**config.mk**
```make
export PLATFORM = sky130hd
export DESIGN_NAME = sorted_list_merge
export DESIGN_NICKNAME = d
export VERILOG_FILES = /design/src/rtl/slm_pkg.sv /design/src/rtl/slm_ctrl.sv /design/src/rtl/slm_dp.sv /design/src/rtl/sorted_list_merge.sv
export SDC_FILE = /design/constraint.sdc
export NUM_CORES = 2
export LEC_CHECK = 0
export BUFFER_PORTS_ARGS = -buffer_cell sky130_fd_sc_hd__buf_4
export CAP_MARGIN = 20
export CORE_MARGIN = 2
export CORE_UTILIZATION = 57
export DETAILED_ROUTE_END_ITERATION = 7
export PLACE_DENSITY = 0.76
export RECOVER_POWER = 100
export SETUP_SLACK_MARGIN = 0.2
export SYNTH_ARGS = -nofsm -noshare
export SYNTH_HDL_FRONTEND = slang
export SYNTH_SLANG_ARGS = --single-unit
```
**constraint.sdc**
```tcl
create_clock -name clk -period 5.15 [get_ports clk]
set_clock_uncertainty 0.2 [all_clocks]
set_input_delay 0.7725 -clock clk [delete_from_list [all_inputs] [get_ports clk]]
set_output_delay 0.7725 -clock clk [all_outputs]
set_load 0.05 [all_outputs]
```
**src/rtl/slm_pkg.sv**
```systemverilog
// slm_pkg: shared types, constants and command codes for the sorted list merge.
// Used by slm_ctrl, slm_dp, sorted_list_merge and slm_checker; depends on nothing.
`default_nettype none

package slm_pkg;

  // List storage sizing
  localparam int LIST_DEPTH = 32;
  localparam int IDX_W      = (LIST_DEPTH > 1) ? $clog2(LIST_DEPTH) : 1;
  localparam int CNT_W      = $clog2(LIST_DEPTH + 1);
  localparam int SUM_W      = CNT_W + 1;

  // Field widths
  localparam int VALUE_W    = 32;
  localparam int POS_W      = 6;
  localparam int CMD_W      = 2;
  localparam int IN_DATA_W  = 32;
  localparam int OUT_DATA_W = 40;

  // Request command codes
  localparam logic [CMD_W-1:0] CMD_LOAD_A = 2'd0;
  localparam logic [CMD_W-1:0] CMD_LOAD_B = 2'd1;
  localparam logic [CMD_W-1:0] CMD_MERGE  = 2'd2;

  typedef enum logic {
    ST_IDLE,
    ST_MERGE
  } slm_state_t;

  // Controller to datapath commands
  typedef struct packed {
    logic load_a;
    logic load_b;
    logic step;
  } slm_cmd_t;

  // Datapath to controller status
  typedef struct packed {
    logic empty;
    logic last_one;
    logic out_free;
  } slm_stat_t;

endpackage

`default_nettype wire

```
**src/rtl/slm_ctrl.sv**
```systemverilog
// slm_ctrl: controller state machine for the sorted list merge.
// Depends on slm_pkg; drives slm_dp through slm_cmd_t and reads slm_stat_t.
`default_nettype none

module slm_ctrl (
  input  wire logic                     clk,
  input  wire logic                     rst_n,
  input  wire logic                     in_tvalid,
  input  wire logic [slm_pkg::CMD_W-1:0] in_command,
  output logic                          in_tready,
  input  wire slm_pkg::slm_stat_t       stat,
  output slm_pkg::slm_cmd_t             cmd
);
  import slm_pkg::*;

  slm_state_t state_r;
  slm_state_t state_nxt;
  logic       in_fire;

  assign in_fire = in_tvalid && in_tready;

  // Next state
  always_comb begin
    state_nxt = state_r;
    case (state_r)
      ST_IDLE: begin
        if (in_fire && in_command == CMD_MERGE && !stat.empty) begin
          state_nxt = ST_MERGE;
        end
      end
      ST_MERGE: begin
        if (stat.out_free && stat.last_one) begin
          state_nxt = ST_IDLE;
        end
      end
      default: state_nxt = ST_IDLE;
    endcase
  end

  // Outputs: take requests only while idle, step the merge when the output slot frees
  always_comb begin
    in_tready  = 1'b0;
    cmd.load_a = 1'b0;
    cmd.load_b = 1'b0;
    cmd.step   = 1'b0;
    case (state_r)
      ST_IDLE: begin
        in_tready  = 1'b1;
        cmd.load_a = in_tvalid && in_command == CMD_LOAD_A;
        cmd.load_b = in_tvalid && in_command == CMD_LOAD_B;
      end
      ST_MERGE: begin
        cmd.step = stat.out_free;
      end
      default: begin
        in_tready = 1'b0;
      end
    endcase
  end

  always_ff @(posedge clk) begin
    if (!rst_n) begin
      state_r <= ST_IDLE;
    end else begin
      state_r <= state_nxt;
    end
  end

endmodule

`default_nettype wire

```
**src/rtl/slm_dp.sv**
```systemverilog
// slm_dp: datapath for the sorted list merge: two list memories, fill counts,
// tail compare and the output register. Depends on slm_pkg.
`default_nettype none

module slm_dp (
  input  wire logic                         clk,
  input  wire logic                         rst_n,
  input  wire slm_pkg::slm_cmd_t            cmd,
  output slm_pkg::slm_stat_t                stat,
  input  wire logic signed [slm_pkg::VALUE_W-1:0] in_value,
  output logic                              out_valid,
  input  wire logic                         out_ready,
  output logic signed [slm_pkg::VALUE_W-1:0] out_value,
  output logic [slm_pkg::POS_W-1:0]         out_position,
  output logic                              out_last
);
  import slm_pkg::*;

  logic signed [VALUE_W-1:0] mem_a [LIST_DEPTH];
  logic signed [VALUE_W-1:0] mem_b [LIST_DEPTH];

  logic [CNT_W-1:0]          cnt_a_r, cnt_a_nxt;
  logic [CNT_W-1:0]          cnt_b_r, cnt_b_nxt;
  logic signed [VALUE_W-1:0] rd_a_r, rd_b_r;
  logic [IDX_W-1:0]          rd_addr_a, rd_addr_b;
  logic [SUM_W-1:0]          remain;
  logic                      pick_a;
  logic                      out_valid_r;
  logic signed [VALUE_W-1:0] out_value_r;
  logic [POS_W-1:0]          out_pos_r;
  logic                      out_last_r;

  // Compare the two tails; the first list wins ties
  assign remain = {1'b0, cnt_a_r} + {1'b0, cnt_b_r};
  assign pick_a = (cnt_a_r != '0) && ((cnt_b_r == '0) || (rd_a_r >= rd_b_r));

  // Advance fill counts: grow on loads that fit, shrink as the merge consumes
  always_comb begin
    cnt_a_nxt = cnt_a_r;
    cnt_b_nxt = cnt_b_r;
    if (cmd.load_a && cnt_a_r < CNT_W'(LIST_DEPTH)) begin
      cnt_a_nxt = cnt_a_r + CNT_W'(1);
    end
    if (cmd.load_b && cnt_b_r < CNT_W'(LIST_DEPTH)) begin
      cnt_b_nxt = cnt_b_r + CNT_W'(1);
    end
    if (cmd.step) begin
      if (pick_a) begin
        cnt_a_nxt = cnt_a_r - CNT_W'(1);
      end else begin
        cnt_b_nxt = cnt_b_r - CNT_W'(1);
      end
    end
  end

  // Read the tail each list will have after this cycle
  assign rd_addr_a = IDX_W'(cnt_a_nxt - CNT_W'(1));
  assign rd_addr_b = IDX_W'(cnt_b_nxt - CNT_W'(1));

  always_ff @(posedge clk) begin
    if (!rst_n) begin
      cnt_a_r <= '0;
      cnt_b_r <= '0;
    end else begin
      cnt_a_r <= cnt_a_nxt;
      cnt_b_r <= cnt_b_nxt;
    end
  end

  // List memories: one write port, one registered read port each
  always_ff @(posedge clk) begin
    if (cmd.load_a && cnt_a_r < CNT_W'(LIST_DEPTH)) begin
      mem_a[cnt_a_r[IDX_W-1:0]] <= in_value;
    end
    rd_a_r <= mem_a[rd_addr_a];
  end

  always_ff @(posedge clk) begin
    if (cmd.load_b && cnt_b_r < CNT_W'(LIST_DEPTH)) begin
      mem_b[cnt_b_r[IDX_W-1:0]] <= in_value;
    end
    rd_b_r <= mem_b[rd_addr_b];
  end

  // Output register: hold until taken
  always_ff @(posedge clk) begin
    if (!rst_n) begin
      out_valid_r <= 1'b0;
    end else if (cmd.step) begin
      out_valid_r <= 1'b1;
    end else if (out_ready) begin
      out_valid_r <= 1'b0;
    end
  end

  always_ff @(posedge clk) begin
    if (cmd.step) begin
      out_value_r <= pick_a ? rd_a_r : rd_b_r;
      out_pos_r   <= POS_W'(remain - SUM_W'(1));
      out_last_r  <= (remain == SUM_W'(1));
    end
  end

  assign stat.empty    = (remain == '0);
  assign stat.last_one = (remain == SUM_W'(1));
  assign stat.out_free = !out_valid_r || out_ready;

  assign out_valid    = out_valid_r;
  assign out_value    = out_value_r;
  assign out_position = out_pos_r;
  assign out_last     = out_last_r;

endmodule

`default_nettype wire

```
**src/rtl/sorted_list_merge.sv**
```systemverilog
// sorted_list_merge: top level; loads two ascending lists and emits their merge
// largest first. After acceptance of a merge request, the controller enters its merge
// state and each result is registered in the output register. Throughput: one load
// request per cycle while idle; a merge emits one result per cycle while the output is not stalled.
// Reset (rst_n low, synchronous) empties both lists and the output register.
`default_nettype none

module sorted_list_merge (
  input  wire logic                           clk,
  input  wire logic                           rst_n,
  input  wire logic                           in_tvalid,
  output logic                                in_tready,
  input  wire logic [slm_pkg::IN_DATA_W-1:0]  in_tdata,   // [31:0] value
  input  wire logic [slm_pkg::CMD_W-1:0]      in_tuser,   // [1:0] command
  output logic                                out_tvalid,
  input  wire logic                           out_tready,
  output logic [slm_pkg::OUT_DATA_W-1:0]      out_tdata,  // [31:0] merged_value, [37:32] position
  output logic                                out_tlast
);
  import slm_pkg::*;

  slm_cmd_t                  cmd;
  slm_stat_t                 stat;
  logic signed [VALUE_W-1:0] out_value;
  logic [POS_W-1:0]          out_position;

  slm_ctrl u_ctrl (
    .clk        (clk),
    .rst_n      (rst_n),
    .in_tvalid  (in_tvalid),
    .in_command (in_tuser),
    .in_tready  (in_tready),
    .stat       (stat),
    .cmd        (cmd)
  );

  slm_dp u_dp (
    .clk          (clk),
    .rst_n        (rst_n),
    .cmd          (cmd),
    .stat         (stat),
    .in_value     (in_tdata[VALUE_W-1:0]),
    .out_valid    (out_tvalid),
    .out_ready    (out_tready),
    .out_value    (out_value),
    .out_position (out_position),
    .out_last     (out_tlast)
  );

  // Pack result fields, zero pad to whole bytes
  assign out_tdata = {{(OUT_DATA_W - VALUE_W - POS_W){1'b0}}, out_position, out_value};

endmodule

`default_nettype wire

```
==> results.sh <==
export IMPL_cts_max_level=4
export IMPL_vias=48797
export IMPL_syn2layout_area_growth_pct=13.9
export IMPL_totalWireLength_mm=230
export IMPL_start_util=0.574
export IMPL_grt_usage=0.299
export IMPL_rsz0062_at_grt="false"
export IMPL_dieArea_mm2=0.152
export IMPL_final_nets=5120
export IMPL_fp_coreArea_mm2=0.148
export IMPL_grt_overflow_total=0
export IMPL_drc=0
export IMPL_grt_max_degree=65
export IMPL_clk_pin_slew_ns=0.06
export IMPL_vdd_drop_max_v=0.000427
export IMPL_worst_slew_pin_slew_ns=3.10
export IMPL_dr_pass1_iters=8
export IMPL_violations="max-capacitance violations, max-slew violations"
export IMPL_synth_top_family_by_area="multiplexers"
export IMPL_synth_compound_area_share=0.0597
export IMPL_hp_class="primary input to register"
export IMPL_cp_max_fo=7
export IMPL_cts_tree="done"
export IMPL_powerDensity_mw_per_mm2=452
export IMPL_finalCritPeriodShare=0.972
export IMPL_grt_pass1_vias=47208
export IMPL_dp_hpwl_mm=130
export IMPL_status="finished with violations"
export IMPL_grt_pass1_wl_mm=327
export IMPL_pre_cts_ws_ns=-0.0997
export IMPL_p_leak_nw=31.6
export IMPL_yosysSeqAreaShare=0.757
export IMPL_fmax_mhz=200
export IMPL_cts_hold_buffers=0
export IMPL_period_needed_ns=5.00
export IMPL_viasPerCell=6.84
export IMPL_dieWidth_um=390
export IMPL_core_rowCount=141
export IMPL_postSynthAreaPerCell_um2=18.1
export IMPL_slew_viol_final=3204
export IMPL_ys_ff_latch=2165
export IMPL_top_level_ports=81
export IMPL_cts_buffers=200
export IMPL_setup_viol=0
export IMPL_drtAntennaViolNets=0
export IMPL_post_route_util=0.654
export IMPL_clock_latency_ns=0.85
export IMPL_antenna_found_initial=10
export IMPL_endpoint_kind="register"
export IMPL_crit_type="register to register"
export IMPL_drive_above_1_share=0.196
export IMPL_synthFlopType="edfxtp_1"
export IMPL_wl_per_cell_um=32.2
export IMPL_drt_iter0_markers=7651
export IMPL_worst_hold_slack_ns=0.0745
export IMPL_synth_simple_area_share=0.0432
export IMPL_worstSetupStartpointType="register"
export IMPL_synthesis_area_mm2=0.0848
export IMPL_cts_root_buffer="clkbuf_16"
export IMPL_relSlewSlack=-1.07
export IMPL_ys_top_cells_by_area="edfxtp_1 (74%), mux4_2 (7.0%), mux2i_1 (3.1%)"
export IMPL_max_cap_violations=77
export IMPL_synth_edf_count=2087
export IMPL_yosys_warnings=0
export IMPL_worst_endpoint_required_ns=5.68
export IMPL_fin_setup_tns_ns=0
export IMPL_async_flop_share=0
export IMPL_yosysTopAreaCellShare=0.739
export IMPL_cts_sinks=2165
export IMPL_final_hold_viol_count=0
export IMPL_clockBufferDepth=3
export IMPL_setup_slack_ns=0.146
export IMPL_numPortBuffers=78
export IMPL_yosysTopAreaCell="edfxtp_1"
export IMPL_synthMuxAreaShare=0.110
export IMPL_synth_distinct_cells=91
export IMPL_die_h_um=390
export IMPL_synth_xor_area_frac=0.00387
export IMPL_synth_adder_area_share=0.00776
export IMPL_synthCells=4684
export IMPL_gp_congestion=0.882
export IMPL_cp_arrival_ns=5.53
flip-flops by register name (all words and copies together) (netlist names):
register,cells
u_dp.mem_a,1024
u_dp.mem_b,1024
u_dp.out_value,32
u_dp.rd_a_r,32
u_dp.rd_b_r,32
u_dp.cnt_a_r,6
u_dp.cnt_b_r,6
u_dp.out_position,6
u_ctrl.state_r,1
u_dp.out_last,1
u_dp.out_valid,1
cell families after synthesis:
| group | after synthesis |
|---|---|
| muxes | 591 |
| DFF | 2165 |
| buffers and inverters | 329 |
| and+or+nand+nor | 827 |
| AOI/OAI and AO/OA | 694 |
| other | 1 |
| adders and majority gates | 52 |
| xor gates and xnor gates | 25 |
power breakdown:
group | internal (mW) | switching [mW] | total [mW]
Sequential | 19.7 | 0.441 | 20.2
Combinational | 3.85 | 4.88 | 8.73
Clock | 8.33 | 6.42 | 14.7
stage by stage:
step / power (mW) / area, um2 / instances
after CTS: 43.3 / 97000 / 7089
final: 43.7 / 96600 / 7138
after global routing: 44.8 / 96600 / 7136
after detailed placement: 28.7 / 90300 / 6709
after global placement: 28.5 / 90300 / 6708
after floorplan: 25.3 / 84800 / 4685
worst paths after layout:
kind / slack, ns / depth (start not counted) / from / end
worst max-delay path: 0.15 / 18 / u_dp.rd_b_r[19] / u_dp.rd_a_r[29]
worst min-delay path: 0.07 / 2 / rst_n / u_dp.cnt_b_r[5]
worst max register to register: 0.15 / 18 / u_dp.rd_b_r[19] / u_dp.rd_a_r[29]
worst min register to register: 0.34 / 2 / u_ctrl.state_r / u_dp.out_valid
layer usage:
metal	global-route usage	routed length, um	part of all wire
met5	0	13	0.000057
met1	0.423	82900	0.36
met2	0.460	106000	0.46
met3	0.0652	30800	0.13
met4	0.115	10100	0.044
worst max-delay path, stage by stage, from the launching register on:
cell,delay [ns]
dfxtp_1,0.39
inv_1,0.07
ha_1,0.31
nand2_1,0.22
o21ai_2,0.19
a221o_1,0.38
or3_4,0.42
nand4_4,0.16
buf_4,0.14
a41oi_2,0.19
a22oi_1,0.32
nand2_1,0.21
buf_4,0.21
xnor2_2,0.52
buf_4,0.29
a221oi_1,0.09
a311oi_1,0.29
a21oi_1,0.09
buf_4,0.18
cell type report:
type,instances,area [um2]
Timing Repair Buffer,424,3730
Inverter,46,173
Tap cell,1930,2410
Clock buffer,267,5460
Antenna cell,3,7.51
Sequential cell,2165,64300
Clock inverter,110,1110
Multi-Input combinational cell,2193,19500
Fill cell,9414,51000
cells in the mapped netlist (37+ instances only):
| master | number |
|---|---|
| edfxtp_1 | 2087 |
| nand2_1 | 416 |
| mux4_2 | 263 |
| mux2i_1 | 261 |
| nand3_1 | 140 |
| nor2_1 | 129 |
| a221oi_1 | 125 |
| buf_2 | 125 |
| a21oi_1 | 123 |
| a22oi_1 | 96 |
| o21ai_0 | 93 |
| clkbuf_1 | 91 |
| dfxtp_1 | 78 |
| mux2_2 | 67 |
| ha_1 | 51 |
| inv_1 | 44 |
| nor3_1 | 37 |
placed cells by master, fill, tap and decap left out, types with 26 or more instances in the layout:
cell type  Yosys  final
mux2i_1      261    252
and3_1        28     28
a311oi_1      29     29
ha_1          51     49
nand2_1      416    414
a21oi_1      123    120
o21ai_0       93     92
nor2_1       129    106
dfxtp_1       78     67
clkbuf_1      91    156
edfxtp_1    2087   2087
clkinv_1       2     30
a22oi_1       96     97
nor3_1        37     37
clkbuf_2       0     46
a221o_1       29     29
clkbuf_16      0    206
inv_1         44     45
clkinv_2       0     39
mux4_2       263    263
buf_12         0     70
o211ai_1      28     28
nand3_1      140    140
mux2_2        67     42
a211oi_1      26     26
buf_4         21    184
a221oi_1     125    124
what timing repair did:
item                       in CTS  in global routing
buffers inserted                2                 39
resized for setup              12                 39
setup endpoints to repair      62                 62
pin swaps                       4                  8
gates cloned                    1                  6
Power figures use the tool's default switching activity.
